### src/rtl/assert_macros.svh
// Assertion macros for the blob moments RTL, used by bbm_queue.
// No dependencies; define NO_ASSERTIONS to compile them out.
`ifndef ASSERT_MACROS_SVH
`define ASSERT_MACROS_SVH
`ifndef NO_ASSERTIONS
`define ASSERT_RST(lbl, clk, rst_n, prop, msg) \
    lbl: assert property (@(posedge clk) disable iff (!rst_n) prop) else $error(msg);
`define ASSERT_ALWAYS(lbl, clk, prop, msg) \
    lbl: assert property (@(posedge clk) prop) else $error(msg);
`else
`define ASSERT_RST(lbl, clk, rst_n, prop, msg)
`define ASSERT_ALWAYS(lbl, clk, prop, msg)
`endif
`endif

### src/rtl/bbm_pkg.sv
// Package for the binary blob moments block: widths, codes and types.
// No dependencies.
`timescale 1ns / 1ps
package bbm_pkg;
    localparam int MAX_WIDTH_DEF  = 1024;
    localparam int MAX_HEIGHT_DEF = 1024;

    localparam int CFG_W   = 11;
    localparam int CFG_IDX_W = 2;
    localparam logic [CFG_IDX_W-1:0] REG_WIDTH  = 2'd0;
    localparam logic [CFG_IDX_W-1:0] REG_HEIGHT = 2'd1;
    localparam logic [CFG_W-1:0] WIDTH_RST  = 11'd320;
    localparam logic [CFG_W-1:0] HEIGHT_RST = 11'd240;

    localparam int PIX_W   = 8;
    localparam int CNT_W   = 21;
    localparam int MEAN_W  = 18;
    localparam int VAR_W   = 27;
    localparam int COV_W   = 28;
    localparam int AREA_W  = 27;

    // iterative arithmetic unit
    localparam int AW     = 64;        // operand / result width
    localparam int DVD_W  = AW + 8;    // dividend carries 8 fraction bits
    localparam int ROOT_W = AW / 2;
    localparam logic [AW-1:0] AREA_BIAS = 64'd6554;

    typedef logic [1:0] t_arith_op;
    localparam t_arith_op OP_MUL  = 2'd0;
    localparam t_arith_op OP_DIV  = 2'd1;
    localparam t_arith_op OP_SQRT = 2'd2;

    typedef struct packed {
        logic      start;
        t_arith_op op;
    } t_arith_req;
endpackage

### src/rtl/bbm_front.sv
// Front end: raster counters, size registers and moment accumulators.
// Depends on bbm_pkg.
`timescale 1ns / 1ps
module bbm_front #(
    parameter int MAX_WIDTH  = bbm_pkg::MAX_WIDTH_DEF,
    parameter int MAX_HEIGHT = bbm_pkg::MAX_HEIGHT_DEF,
    parameter int SNAP_W     = 1
) (
    input  logic                         i_clk,
    input  logic                         i_rst_n,
    input  logic                         i_cfg_we,
    input  logic [bbm_pkg::CFG_IDX_W-1:0] i_cfg_idx,
    input  logic [bbm_pkg::CFG_W-1:0]    i_cfg_data,
    input  logic                         i_accept,
    input  logic [bbm_pkg::PIX_W-1:0]    i_pixel,
    output logic                         o_push,
    output logic [SNAP_W-1:0]            o_snap
);
    import bbm_pkg::*;

    localparam int XW   = $clog2(MAX_WIDTH);
    localparam int YW   = $clog2(MAX_HEIGHT);
    localparam int NW   = $clog2(MAX_WIDTH * MAX_HEIGHT + 1);
    localparam int SXW  = NW + XW;
    localparam int SYW  = NW + YW;
    localparam int SXXW = NW + 2 * XW;
    localparam int SXYW = NW + XW + YW;
    localparam int SYYW = NW + 2 * YW;
    localparam int WC   = (XW + 1 > CFG_W) ? XW + 1 : CFG_W;
    localparam int HC   = (YW + 1 > CFG_W) ? YW + 1 : CFG_W;

    logic [CFG_W-1:0] r_width, r_height;
    logic [XW-1:0]    r_x;
    logic [YW-1:0]    r_y;
    logic [NW-1:0]    r_n, n_n;
    logic [SXW-1:0]   r_sx, n_sx;
    logic [SYW-1:0]   r_sy, n_sy;
    logic [SXXW-1:0]  r_sxx, n_sxx;
    logic [SXYW-1:0]  r_sxy, n_sxy;
    logic [SYYW-1:0]  r_syy, n_syy;
    logic [WC-1:0]    w_eff;
    logic [HC-1:0]    h_eff;
    logic             last_col, last_row, hit;

    always_comb begin
        if (r_width == '0) w_eff = WC'(1);
        else if (WC'(r_width) > WC'(MAX_WIDTH)) w_eff = WC'(MAX_WIDTH);
        else w_eff = WC'(r_width);
        if (r_height == '0) h_eff = HC'(1);
        else if (HC'(r_height) > HC'(MAX_HEIGHT)) h_eff = HC'(MAX_HEIGHT);
        else h_eff = HC'(r_height);
    end

    assign last_col = (WC'(r_x) + WC'(1)) >= w_eff;
    assign last_row = (HC'(r_y) + HC'(1)) >= h_eff;
    assign hit      = (i_pixel != '0);

    always_comb begin
        n_n   = r_n;
        n_sx  = r_sx;
        n_sy  = r_sy;
        n_sxx = r_sxx;
        n_sxy = r_sxy;
        n_syy = r_syy;
        if (hit) begin
            n_n   = r_n + NW'(1);
            n_sx  = r_sx + SXW'(r_x);
            n_sy  = r_sy + SYW'(r_y);
            n_sxx = r_sxx + SXXW'(r_x) * SXXW'(r_x);
            n_sxy = r_sxy + SXYW'(r_x) * SXYW'(r_y);
            n_syy = r_syy + SYYW'(r_y) * SYYW'(r_y);
        end
    end

    assign o_push = i_accept && last_col && last_row;
    assign o_snap = SNAP_W'({n_n, n_sx, n_sy, n_sxx, n_sxy, n_syy});

    always_ff @(posedge i_clk) begin
        if (!i_rst_n) begin
            r_width  <= WIDTH_RST;
            r_height <= HEIGHT_RST;
            r_x      <= '0;
            r_y      <= '0;
            r_n      <= '0;
            r_sx     <= '0;
            r_sy     <= '0;
            r_sxx    <= '0;
            r_sxy    <= '0;
            r_syy    <= '0;
        end else begin
            if (i_cfg_we && i_cfg_idx == REG_WIDTH) r_width <= i_cfg_data;
            if (i_cfg_we && i_cfg_idx == REG_HEIGHT) r_height <= i_cfg_data;
            if (i_accept) begin
                if (!last_col) begin
                    r_x <= r_x + XW'(1);
                end else begin
                    r_x <= '0;
                    r_y <= last_row ? '0 : r_y + YW'(1);
                end
                if (o_push) begin
                    r_n   <= '0;
                    r_sx  <= '0;
                    r_sy  <= '0;
                    r_sxx <= '0;
                    r_sxy <= '0;
                    r_syy <= '0;
                end else begin
                    r_n   <= n_n;
                    r_sx  <= n_sx;
                    r_sy  <= n_sy;
                    r_sxx <= n_sxx;
                    r_sxy <= n_sxy;
                    r_syy <= n_syy;
                end
            end
        end
    end
endmodule

### src/rtl/bbm_queue.sv
// Two-entry queue of frame sums between front and back end.
// Depends on assert_macros.svh.
`timescale 1ns / 1ps
`include "assert_macros.svh"
module bbm_queue #(
    parameter int DW = 1
) (
    input  logic          i_clk,
    input  logic          i_rst_n,
    input  logic          i_push,
    input  logic [DW-1:0] i_data,
    input  logic          i_pop,
    output logic          o_full,
    output logic          o_valid,
    output logic [DW-1:0] o_data
);
    logic [DW-1:0] r_mem [2];
    logic          r_wp, r_rp;
    logic [1:0]    r_cnt;

    assign o_full  = (r_cnt == 2'd2);
    assign o_valid = (r_cnt != 2'd0);
    assign o_data  = r_mem[r_rp];

    always_ff @(posedge i_clk) begin
        if (i_push) r_mem[r_wp] <= i_data;
    end

    always_ff @(posedge i_clk) begin
        if (!i_rst_n) begin
            r_wp  <= 1'b0;
            r_rp  <= 1'b0;
            r_cnt <= 2'd0;
        end else begin
            if (i_push) r_wp <= ~r_wp;
            if (i_pop) r_rp <= ~r_rp;
            r_cnt <= r_cnt + 2'(i_push) - 2'(i_pop);
        end
    end

    `ASSERT_RST(a_no_overflow, i_clk, i_rst_n, !(i_push && o_full && !i_pop), "queue overflow")
    `ASSERT_RST(a_no_underflow, i_clk, i_rst_n, !(i_pop && !o_valid), "queue underflow")
    `ASSERT_RST(a_cnt_range, i_clk, i_rst_n, r_cnt != 2'd3, "queue count out of range")
    `ASSERT_RST(a_cnt_track, i_clk, i_rst_n, (i_push && !i_pop) |=> (r_cnt == $past(r_cnt) + 2'd1), "count not incremented")
endmodule

### src/rtl/bbm_arith.sv
// Shared iterative unit: shift-add multiply, restoring divide, integer root.
// Depends on bbm_pkg.
`timescale 1ns / 1ps
module bbm_arith (
    input  logic                      i_clk,
    input  logic                      i_rst_n,
    input  bbm_pkg::t_arith_req       i_req,
    input  logic [bbm_pkg::DVD_W-1:0] i_a,
    input  logic [bbm_pkg::AW-1:0]    i_b,
    output logic                      o_done,
    output logic [bbm_pkg::AW-1:0]    o_result
);
    import bbm_pkg::*;

    localparam int ITW = $clog2(DVD_W);

    logic            r_busy, r_done;
    t_arith_op       r_op;
    logic [ITW-1:0]  r_cnt;
    logic [AW-1:0]   r_acc, r_ma, r_mb;
    logic [AW:0]     r_rem;
    logic [DVD_W-1:0] r_dq;
    logic [ROOT_W-1:0] r_root;
    logic [ROOT_W+3:0] r_srem;
    logic [AW-1:0]   r_sv;

    logic [AW:0]       rem_sh;
    logic              div_ge;
    logic [ROOT_W+3:0] srem_sh, trial;
    logic              sq_ge;

    assign rem_sh  = {r_rem[AW-1:0], r_dq[DVD_W-1]};
    assign div_ge  = rem_sh >= {1'b0, r_mb};
    assign srem_sh = {r_srem[ROOT_W+1:0], r_sv[AW-1:AW-2]};
    assign trial   = {2'b00, r_root, 2'b01};
    assign sq_ge   = srem_sh >= trial;

    always_comb begin
        case (r_op)
            OP_MUL:  o_result = r_acc;
            OP_DIV:  o_result = r_dq[AW-1:0];
            OP_SQRT: o_result = AW'(r_root);
            default: o_result = '0;
        endcase
    end
    assign o_done = r_done;

    always_ff @(posedge i_clk) begin
        if (!i_rst_n) begin
            r_busy <= 1'b0;
            r_done <= 1'b0;
            r_op   <= OP_MUL;
            r_cnt  <= '0;
        end else begin
            r_done <= 1'b0;
            if (!r_busy && i_req.start) begin
                r_busy <= 1'b1;
                r_op   <= i_req.op;
                case (i_req.op)
                    OP_DIV:  r_cnt <= ITW'(DVD_W - 1);
                    OP_SQRT: r_cnt <= ITW'(ROOT_W - 1);
                    default: r_cnt <= ITW'(AW - 1);
                endcase
            end else if (r_busy) begin
                r_cnt <= r_cnt - ITW'(1);
                if (r_cnt == '0) begin
                    r_busy <= 1'b0;
                    r_done <= 1'b1;
                end
            end
        end
    end

    // datapath, no reset
    always_ff @(posedge i_clk) begin
        if (!r_busy && i_req.start) begin
            r_acc  <= '0;
            r_ma   <= i_a[AW-1:0];
            r_mb   <= i_b;
            r_rem  <= '0;
            r_dq   <= i_a;
            r_root <= '0;
            r_srem <= '0;
            r_sv   <= i_a[AW-1:0];
        end else if (r_busy) begin
            case (r_op)
                OP_MUL: begin
                    if (r_mb[0]) r_acc <= r_acc + r_ma;
                    r_ma <= {r_ma[AW-2:0], 1'b0};
                    r_mb <= {1'b0, r_mb[AW-1:1]};
                end
                OP_DIV: begin
                    r_rem <= div_ge ? rem_sh - {1'b0, r_mb} : rem_sh;
                    r_dq  <= {r_dq[DVD_W-2:0], div_ge};
                end
                OP_SQRT: begin
                    r_srem <= sq_ge ? srem_sh - trial : srem_sh;
                    r_root <= {r_root[ROOT_W-2:0], sq_ge};
                    r_sv   <= {r_sv[AW-3:0], 2'b00};
                end
                default: begin
                    r_acc <= r_acc;
                end
            endcase
        end
    end
endmodule

### src/rtl/bbm_back.sv
// Back end: sequences the frame-end arithmetic and holds the result register.
// Depends on bbm_pkg and bbm_arith.
`timescale 1ns / 1ps
module bbm_back #(
    parameter int MAX_WIDTH  = bbm_pkg::MAX_WIDTH_DEF,
    parameter int MAX_HEIGHT = bbm_pkg::MAX_HEIGHT_DEF,
    parameter int SNAP_W     = 1
) (
    input  logic                      i_clk,
    input  logic                      i_rst_n,
    input  logic                      i_q_valid,
    input  logic [SNAP_W-1:0]         i_q_data,
    output logic                      o_q_pop,
    output logic                      o_valid,
    input  logic                      i_stall,
    output logic                      o_found,
    output logic [bbm_pkg::CNT_W-1:0]  o_pixel_count,
    output logic [bbm_pkg::MEAN_W-1:0] o_mean_x_q,
    output logic [bbm_pkg::MEAN_W-1:0] o_mean_y_q,
    output logic [bbm_pkg::VAR_W-1:0]  o_var_x_q,
    output logic [bbm_pkg::VAR_W-1:0]  o_var_y_q,
    output logic signed [bbm_pkg::COV_W-1:0] o_cov_xy_q,
    output logic [bbm_pkg::AREA_W-1:0] o_area_q
);
    import bbm_pkg::*;

    localparam int XW   = $clog2(MAX_WIDTH);
    localparam int YW   = $clog2(MAX_HEIGHT);
    localparam int NW   = $clog2(MAX_WIDTH * MAX_HEIGHT + 1);
    localparam int SXW  = NW + XW;
    localparam int SYW  = NW + YW;
    localparam int SXXW = NW + 2 * XW;
    localparam int SXYW = NW + XW + YW;
    localparam int SYYW = NW + 2 * YW;

    localparam logic [1:0] S_IDLE  = 2'd0;
    localparam logic [1:0] S_ISSUE = 2'd1;
    localparam logic [1:0] S_WAIT  = 2'd2;
    localparam logic [1:0] S_DONE  = 2'd3;

    localparam logic [3:0] ST_NN    = 4'd0;
    localparam logic [3:0] ST_MX    = 4'd1;
    localparam logic [3:0] ST_MY    = 4'd2;
    localparam logic [3:0] ST_XX_A  = 4'd3;
    localparam logic [3:0] ST_XX_B  = 4'd4;
    localparam logic [3:0] ST_VX    = 4'd5;
    localparam logic [3:0] ST_YY_A  = 4'd6;
    localparam logic [3:0] ST_YY_B  = 4'd7;
    localparam logic [3:0] ST_VY    = 4'd8;
    localparam logic [3:0] ST_XY_A  = 4'd9;
    localparam logic [3:0] ST_XY_B  = 4'd10;
    localparam logic [3:0] ST_COV   = 4'd11;
    localparam logic [3:0] ST_DET_A = 4'd12;
    localparam logic [3:0] ST_DET_B = 4'd13;
    localparam logic [3:0] ST_AREA  = 4'd14;

    logic [1:0]    r_state;
    logic [3:0]    r_step;
    logic          r_found, r_cneg;
    logic [NW-1:0]   r_n;
    logic [SXW-1:0]  r_sx;
    logic [SYW-1:0]  r_sy;
    logic [SXXW-1:0] r_sxx;
    logic [SXYW-1:0] r_sxy;
    logic [SYYW-1:0] r_syy;
    logic [AW-1:0] r_nn, r_mx, r_my, r_ta, r_tb, r_vx, r_vy, r_cmag, r_area;

    logic [NW-1:0]   q_n;
    logic [SXW-1:0]  q_sx;
    logic [SYW-1:0]  q_sy;
    logic [SXXW-1:0] q_sxx;
    logic [SXYW-1:0] q_sxy;
    logic [SYYW-1:0] q_syy;

    t_arith_req       req;
    logic [DVD_W-1:0] op_a;
    logic [AW-1:0]    op_b, diff, adiff, res;
    logic             done, out_free, ab_ge;

    assign {q_n, q_sx, q_sy, q_sxx, q_sxy, q_syy} = i_q_data;

    assign ab_ge = r_ta >= r_tb;
    assign diff  = ab_ge ? r_ta - r_tb : '0;
    assign adiff = ab_ge ? r_ta - r_tb : r_tb - r_ta;

    always_comb begin
        req.start = (r_state == S_ISSUE);
        req.op    = OP_MUL;
        op_a      = '0;
        op_b      = '0;
        case (r_step)
            ST_NN: begin
                op_a = DVD_W'(r_n);   op_b = AW'(r_n);
            end
            ST_MX: begin
                req.op = OP_DIV; op_a = DVD_W'({r_sx, 8'h00}); op_b = AW'(r_n);
            end
            ST_MY: begin
                req.op = OP_DIV; op_a = DVD_W'({r_sy, 8'h00}); op_b = AW'(r_n);
            end
            ST_XX_A: begin
                op_a = DVD_W'(r_n);   op_b = AW'(r_sxx);
            end
            ST_XX_B: begin
                op_a = DVD_W'(r_sx);  op_b = AW'(r_sx);
            end
            ST_YY_A: begin
                op_a = DVD_W'(r_n);   op_b = AW'(r_syy);
            end
            ST_YY_B: begin
                op_a = DVD_W'(r_sy);  op_b = AW'(r_sy);
            end
            ST_XY_A: begin
                op_a = DVD_W'(r_n);   op_b = AW'(r_sxy);
            end
            ST_XY_B: begin
                op_a = DVD_W'(r_sx);  op_b = AW'(r_sy);
            end
            ST_VX, ST_VY: begin
                req.op = OP_DIV; op_a = {diff, 8'h00}; op_b = r_nn;
            end
            ST_COV: begin
                req.op = OP_DIV; op_a = {adiff, 8'h00}; op_b = r_nn;
            end
            ST_DET_A: begin
                op_a = DVD_W'(r_vx);  op_b = r_vy;
            end
            ST_DET_B: begin
                op_a = DVD_W'(r_cmag); op_b = r_cmag;
            end
            ST_AREA: begin
                req.op = OP_SQRT; op_a = DVD_W'(diff + AREA_BIAS);
            end
            default: begin
                req.op = OP_MUL;
            end
        endcase
    end

    bbm_arith u_arith (
        .i_clk    (i_clk),
        .i_rst_n  (i_rst_n),
        .i_req    (req),
        .i_a      (op_a),
        .i_b      (op_b),
        .o_done   (done),
        .o_result (res)
    );

    assign o_q_pop  = (r_state == S_IDLE) && i_q_valid;
    assign out_free = !o_valid || !i_stall;

    always_ff @(posedge i_clk) begin
        if (!i_rst_n) begin
            r_state <= S_IDLE;
            r_step  <= ST_NN;
            o_valid <= 1'b0;
        end else begin
            if (r_state == S_DONE && out_free) o_valid <= 1'b1;
            else if (!i_stall) o_valid <= 1'b0;
            case (r_state)
                S_IDLE: begin
                    if (i_q_valid) begin
                        r_step  <= ST_NN;
                        r_state <= (q_n == '0) ? S_DONE : S_ISSUE;
                    end
                end
                S_ISSUE: r_state <= S_WAIT;
                S_WAIT: begin
                    if (done) begin
                        r_step  <= r_step + 4'd1;
                        r_state <= (r_step == ST_AREA) ? S_DONE : S_ISSUE;
                    end
                end
                S_DONE: begin
                    if (out_free) r_state <= S_IDLE;
                end
                default: r_state <= S_IDLE;
            endcase
        end
    end

    always_ff @(posedge i_clk) begin
        if (o_q_pop) begin
            r_n     <= q_n;
            r_sx    <= q_sx;
            r_sy    <= q_sy;
            r_sxx   <= q_sxx;
            r_sxy   <= q_sxy;
            r_syy   <= q_syy;
            r_found <= (q_n != '0);
        end
        if (r_state == S_WAIT && done) begin
            case (r_step)
                ST_NN:    r_nn <= res;
                ST_MX:    r_mx <= res;
                ST_MY:    r_my <= res;
                ST_VX:    r_vx <= res;
                ST_VY:    r_vy <= res;
                ST_COV: begin
                    r_cmag <= res;
                    r_cneg <= !ab_ge;
                end
                ST_AREA:  r_area <= res;
                ST_XX_B, ST_YY_B, ST_XY_B, ST_DET_B: r_tb <= res;
                default:  r_ta <= res;
            endcase
        end
        if (r_state == S_DONE && out_free) begin
            o_found       <= r_found;
            o_pixel_count <= r_found ? CNT_W'(r_n) : '0;
            o_mean_x_q    <= r_found ? r_mx[MEAN_W-1:0] : '0;
            o_mean_y_q    <= r_found ? r_my[MEAN_W-1:0] : '0;
            o_var_x_q     <= r_found ? r_vx[VAR_W-1:0] : '0;
            o_var_y_q     <= r_found ? r_vy[VAR_W-1:0] : '0;
            o_cov_xy_q    <= !r_found ? '0 :
                             r_cneg ? COV_W'(AW'(0) - r_cmag) : r_cmag[COV_W-1:0];
            o_area_q      <= r_found ? r_area[AREA_W-1:0] : '0;
        end
    end
endmodule

### src/rtl/binary_blob_moments_core.sv
// Binary blob moments: accumulates pixel moments per frame, reports stats.
// Pixels: one per cycle; stall only while two finished frames await the back end.
// The result of a frame is computed after its last pixel by the
// shared shift-add multiplier, restoring divider and root unit.
// Empty frame: skips the arithmetic. Synchronous active-low reset clears
// counters, sums, queue and sequencer; size registers return to 320 x 240.
`timescale 1ns / 1ps
module binary_blob_moments_core #(
    parameter int MAX_WIDTH  = bbm_pkg::MAX_WIDTH_DEF,
    parameter int MAX_HEIGHT = bbm_pkg::MAX_HEIGHT_DEF
) (
    input  logic                          i_clk,
    input  logic                          i_rst_n,
    input  logic                          i_cfg_we,
    input  logic [bbm_pkg::CFG_IDX_W-1:0] i_cfg_idx,
    input  logic [bbm_pkg::CFG_W-1:0]     i_cfg_data,
    input  logic                          i_valid,
    output logic                          o_stall,
    input  logic [bbm_pkg::PIX_W-1:0]     i_pixel,
    output logic                          o_valid,
    input  logic                          i_stall,
    output logic                          o_found,
    output logic [bbm_pkg::CNT_W-1:0]     o_pixel_count,
    output logic [bbm_pkg::MEAN_W-1:0]    o_mean_x_q,
    output logic [bbm_pkg::MEAN_W-1:0]    o_mean_y_q,
    output logic [bbm_pkg::VAR_W-1:0]     o_var_x_q,
    output logic [bbm_pkg::VAR_W-1:0]     o_var_y_q,
    output logic signed [bbm_pkg::COV_W-1:0] o_cov_xy_q,
    output logic [bbm_pkg::AREA_W-1:0]    o_area_q
);
    import bbm_pkg::*;

    localparam int XW     = $clog2(MAX_WIDTH);
    localparam int YW     = $clog2(MAX_HEIGHT);
    localparam int NW     = $clog2(MAX_WIDTH * MAX_HEIGHT + 1);
    localparam int SNAP_W = 6 * NW + 4 * XW + 4 * YW;

    logic              push, pop, full, q_valid, accept;
    logic [SNAP_W-1:0] snap, q_data;

    assign o_stall = full;
    assign accept  = i_valid && !full;

    bbm_front #(
        .MAX_WIDTH (MAX_WIDTH),
        .MAX_HEIGHT(MAX_HEIGHT),
        .SNAP_W    (SNAP_W)
    ) u_front (
        .i_clk      (i_clk),
        .i_rst_n    (i_rst_n),
        .i_cfg_we   (i_cfg_we),
        .i_cfg_idx  (i_cfg_idx),
        .i_cfg_data (i_cfg_data),
        .i_accept   (accept),
        .i_pixel    (i_pixel),
        .o_push     (push),
        .o_snap     (snap)
    );

    bbm_queue #(.DW(SNAP_W)) u_queue (
        .i_clk   (i_clk),
        .i_rst_n (i_rst_n),
        .i_push  (push),
        .i_data  (snap),
        .i_pop   (pop),
        .o_full  (full),
        .o_valid (q_valid),
        .o_data  (q_data)
    );

    bbm_back #(
        .MAX_WIDTH (MAX_WIDTH),
        .MAX_HEIGHT(MAX_HEIGHT),
        .SNAP_W    (SNAP_W)
    ) u_back (
        .i_clk         (i_clk),
        .i_rst_n       (i_rst_n),
        .i_q_valid     (q_valid),
        .i_q_data      (q_data),
        .o_q_pop       (pop),
        .o_valid       (o_valid),
        .i_stall       (i_stall),
        .o_found       (o_found),
        .o_pixel_count (o_pixel_count),
        .o_mean_x_q    (o_mean_x_q),
        .o_mean_y_q    (o_mean_y_q),
        .o_var_x_q     (o_var_x_q),
        .o_var_y_q     (o_var_y_q),
        .o_cov_xy_q    (o_cov_xy_q),
        .o_area_q      (o_area_q)
    );
endmodule

### config.mk
export PLATFORM = sky130hd
export DESIGN_NAME = binary_blob_moments_core
export DESIGN_NICKNAME = d
export VERILOG_FILES = /design/src/rtl/bbm_pkg.sv /design/src/rtl/bbm_front.sv /design/src/rtl/bbm_queue.sv /design/src/rtl/bbm_arith.sv /design/src/rtl/bbm_back.sv /design/src/rtl/binary_blob_moments_core.sv
export VERILOG_INCLUDE_DIRS = /design/src /design/src/rtl
export SDC_FILE = /design/constraint.sdc
export NUM_CORES = 2
export LEC_CHECK = 0
export BUFFER_PORTS_ARGS = -buffer_cell sky130_fd_sc_hd__buf_2
export CELL_PAD_IN_SITES_DETAIL_PLACEMENT = 1
export CELL_PAD_IN_SITES_GLOBAL_PLACEMENT = 1
export CORE_MARGIN = 3
export CORE_UTILIZATION = 46
export DETAILED_ROUTE_END_ITERATION = 8
export PLACE_DENSITY = 0.82
export SYNTH_ARGS = -nofsm -noshare
export SYNTH_HDL_FRONTEND = slang
export SYNTH_SLANG_ARGS = --single-unit
### constraint.sdc
create_clock -name i_clk -period 17.9 [get_ports i_clk]
set_clock_uncertainty 0.15 [all_clocks]
set_input_delay 0.895 -clock i_clk [delete_from_list [all_inputs] [get_ports i_clk]]
set_output_delay 0.895 -clock i_clk [all_outputs]
set_load 0.05 [all_outputs]
==> impl_metrics.ini <==
[logic_synthesis]
syn_nets = 11300
ys_seq_area_share_pct = 49.3
async_reset_ff_share_pct = 0
synth-seq-cells = 1963
synth.area.top_cells = edfxtp_1, dfxtp_1, ha_1
synthDistinctLibCells = 98
synth_top_area_cell = edfxtp_1
synth_edf_count = 1498
yosys_warnings = 0
synth.avg_cell_area_um2 = 10.4
synth_top_area_share_pct = 40.9
netlist_area_um2 = 110000
netlist_instances = 10500
ys.flop_type = edfxtp_1

[cells_and_area]
final_cells = 13900
nNetsFinal = 11300
finish.instance_area_um2 = 121000
area.growth.synth_to_final_pct = 10.4
final_core_util_pct = 51.4
drive_above_1_share_pct = 9.47

[placed_design]
place_area_um2 = 114000
dp_hpwl_mm = 288
place_congestion = 0.988
dp_cells = 13500
port_buffers = 194

[global_route]
grt_pass1_wl_mm = 604
grt_use_total_pct = 32.6
grt_pass1_vias = 93300
antenna_found_initial = 28
grt_max_degree = 148
gr-total-overflow = 0

[routing]
vias_per_cell = 6.39
drc = 16
dr.first_iter.drc_count = 10300
ant_nets = 0
drt_pass1_iterations = 9
post_drt_wl_per_cell_um = 29.4
vias = 88600
route.final.wire_length_mm = 408

[worst_setup_path]
r2r-start = u_front.r_x[9]
cp-startpoint = u_front.r_x[9]
crit_type = flip-flop to flip-flop
path_max_fanout = 23
worstPathRequired_ns = 18.56
start_kind = flip-flop
arrival_ns = 9.20
worstSetupEndpointType = flip-flop

[sta]
tightest_slew_ns = 1.62
finalHoldViolCount = 0
slew_headroom_pct = -8.97
min_period_over_period_pct = 47.7
tns_ns = 0
rsz0062_at_grt = no
fmax_ghz = 0.117
finalCriticalPeriod_ns = 8.54
setup_violations = 0
drv_slew = 12

[pwr]
pwr-share-clk_pct = 31.0
switchingPower_uw = 5280
vdd_drop_max_mv = 0.211
p_per_area_nw_per_um2 = 124
p_sw_share_pct = 35.1
p_int_uw = 9750
leakagePower_uw = 0.0473
pwr-share-seq_pct = 41.3
combPwrFrac_pct = 27.7

[clocking]
clock_latency_ns = 0.92
hold_buffers = 0
cts_sinks = 1963
postCtsSetupBuffers = 0
htree_levels = 4
cts_resized = 0
clockBufferDepth = 3
cts_tree = done
clockRootBuffer = clkbuf_16
cts_buffers = 211
path_clk_slew_ns = 0.07

[floorplan]
pin_count = 195
dieArea_um2 = 245000
design.core.area_um2 = 237000
placementRows = 178
fp.dieH_um = 495
dieWidth_um = 495
floorplan.initialDensity_pct = 46.5

[min_path]
holdCritPathClass = primary input to flip-flop
holdCritStartpoint = i_cfg_data[8]

[run]
maxCapViolCount = 2

[outcome]
violations = design-rule violations, max-capacitance violations, max-slew violations
status = finished with violations
## layer usage
metal	vias up	routed length [um]	track usage (%)
li1	38300	-	-
met1	44800	156000	40.3
met2	4278	191000	53.7
met3	1238	33600	5.86
met4	22	27700	18.8
met5	-	137	0
## final cells by class
type                            count  area (um2)
Tap cell                         3150        3940
Inverter                          763        2870
Clock buffer                      260        5640
Multi-Input combinational cell   7242       50900
Sequential cell                  1963       54300
Antenna cell                       15        37.5
Fill cell                       25500      115000
Timing Repair Buffer              345        2140
Clock inverter                    140        1690
## cell families (layout without fill, tap and decap cells)
kind of cell / count (synthesis) / count (layout) / synth area share, %
compound gates: 2658 / 2658 / 15.8
xor+xnor: 489 / 489 / 3.89
fa+ha+maj: 742 / 742 / 9.96
buf+inv: 1344 / 1508 / 4.65
flops: 1963 / 1963 / 49.3
mux: 336 / 336 / 3.30
other cells: 0 / 15 / 0
simple gates: 3017 / 3017 / 13.0
## worst paths after layout
path                   endpoint  slack (ns)  depth (start not counted)
min reg2reg    u_front.r_sxx[8]        0.32                          2
max reg2reg   u_front.r_sxx[28]        9.36                         22
min          u_front.r_width[8]        0.09                          3
max           u_front.r_sxx[28]        9.36                         22
## cell usage after synthesis (all sizes together) (57+ instances only)
cell type,count
a22oi,137
xor2,161
nor3,132
o211ai,69
o21ai,541
ha,518
o21a,62
nand3,289
buf,87
edfxtp,1498
mux2i,126
nand2,1213
xnor2,328
nand4,139
dfxtp,465
a211oi,57
a21oi,747
fa,224
nand2b,60
a21o,257
and3,109
inv,758
nor2,515
clkbuf,494
o22ai,57
a222oi,131
and2,290
a31oi,96
o21bai,85
mux2,210
## per-stage QoR
stage	hold WS, ns	worst slack (ns)	total power [uW]
2_1_floorplan	0.262	0.641	8890
3_3_place_gp	0.276	9.54	10100
3_5_place_dp	0.302	9.50	10300
4_1_cts	0.0545	9.38	14900
5_1_grt	0.0888	8.92	15500
6_report	0.0929	9.36	15000
## worst max-delay path: stages, from the launching register on
cell,delay [ns]
dfxtp_1,1.07
nand2_1,0.27
fa_1,0.60
inv_1,0.06
fa_1,0.53
inv_1,0.06
fa_1,0.50
fa_1,0.54
inv_1,0.05
fa_1,0.47
ha_1,0.36
a21o_1,0.20
nand2_1,0.08
nand2b_1,0.09
a2111oi_0,0.61
nor3_1,0.15
nor4b_1,0.91
nor3_1,0.20
o31a_1,0.40
o21ai_0,0.33
nand2_1,0.32
a21o_1,0.28
a31oi_1,0.21
## power by group through the flow
stage	Clock (uW)	Sequential, uW	Combinational, uW
2_1_floorplan	0	6250	2640
3_3_place_gp	0	6230	3830
3_5_place_dp	0	6260	4000
4_1_cts	4690	6180	4070
5_1_grt	4870	6220	4440
6_report	4660	6210	4160
## flip-flops by register name, summed over array words and instances, names as in the netlist, 64 cells and up, named ones only
name,cells
u_back.u_arith.r_mb,64
u_back.r_tb,64
u_back.u_arith.r_rem,64
u_back.r_nn,64
u_back.r_ta,64
u_back.u_arith.r_acc,64
u_back.u_arith.r_sv,64
u_back.r_vy,64
u_back.u_arith.r_ma,64
u_back.r_vx,64
u_queue.r_mem,412
u_back.u_arith.r_dq,72
u_back.r_cmag,64
## cell usage in the layout (no fill, tap or decap), types with 33 or more instances in the layout
cell type / n
nor2_1: 500
xor2_1: 161
nor2b_1: 47
inv_1: 755
xnor2_1: 328
clkinv_2: 43
clkbuf_1: 33
clkbuf_16: 212
fa_1: 224
and3_1: 104
a222oi_1: 131
o22ai_1: 57
o21bai_1: 84
a21o_1: 256
and2_1: 284
ha_1: 518
a31oi_1: 96
dfxtp_1: 462
a22o_1: 52
edfxtp_1: 1498
nand2b_1: 59
nor4_1: 46
a221oi_1: 56
o211ai_1: 69
a211oi_1: 57
a22oi_1: 137
nand4_1: 137
o21a_1: 62
buf_4: 146
nand2_1: 1208
o31ai_1: 47
a21oi_1: 746
or3_1: 46
mux2_2: 210
mux2i_1: 126
o21ai_0: 503
nand3_1: 289
buf_2: 194
nor3_1: 127
No activity file was read; power rests on OpenSTA's default activity.
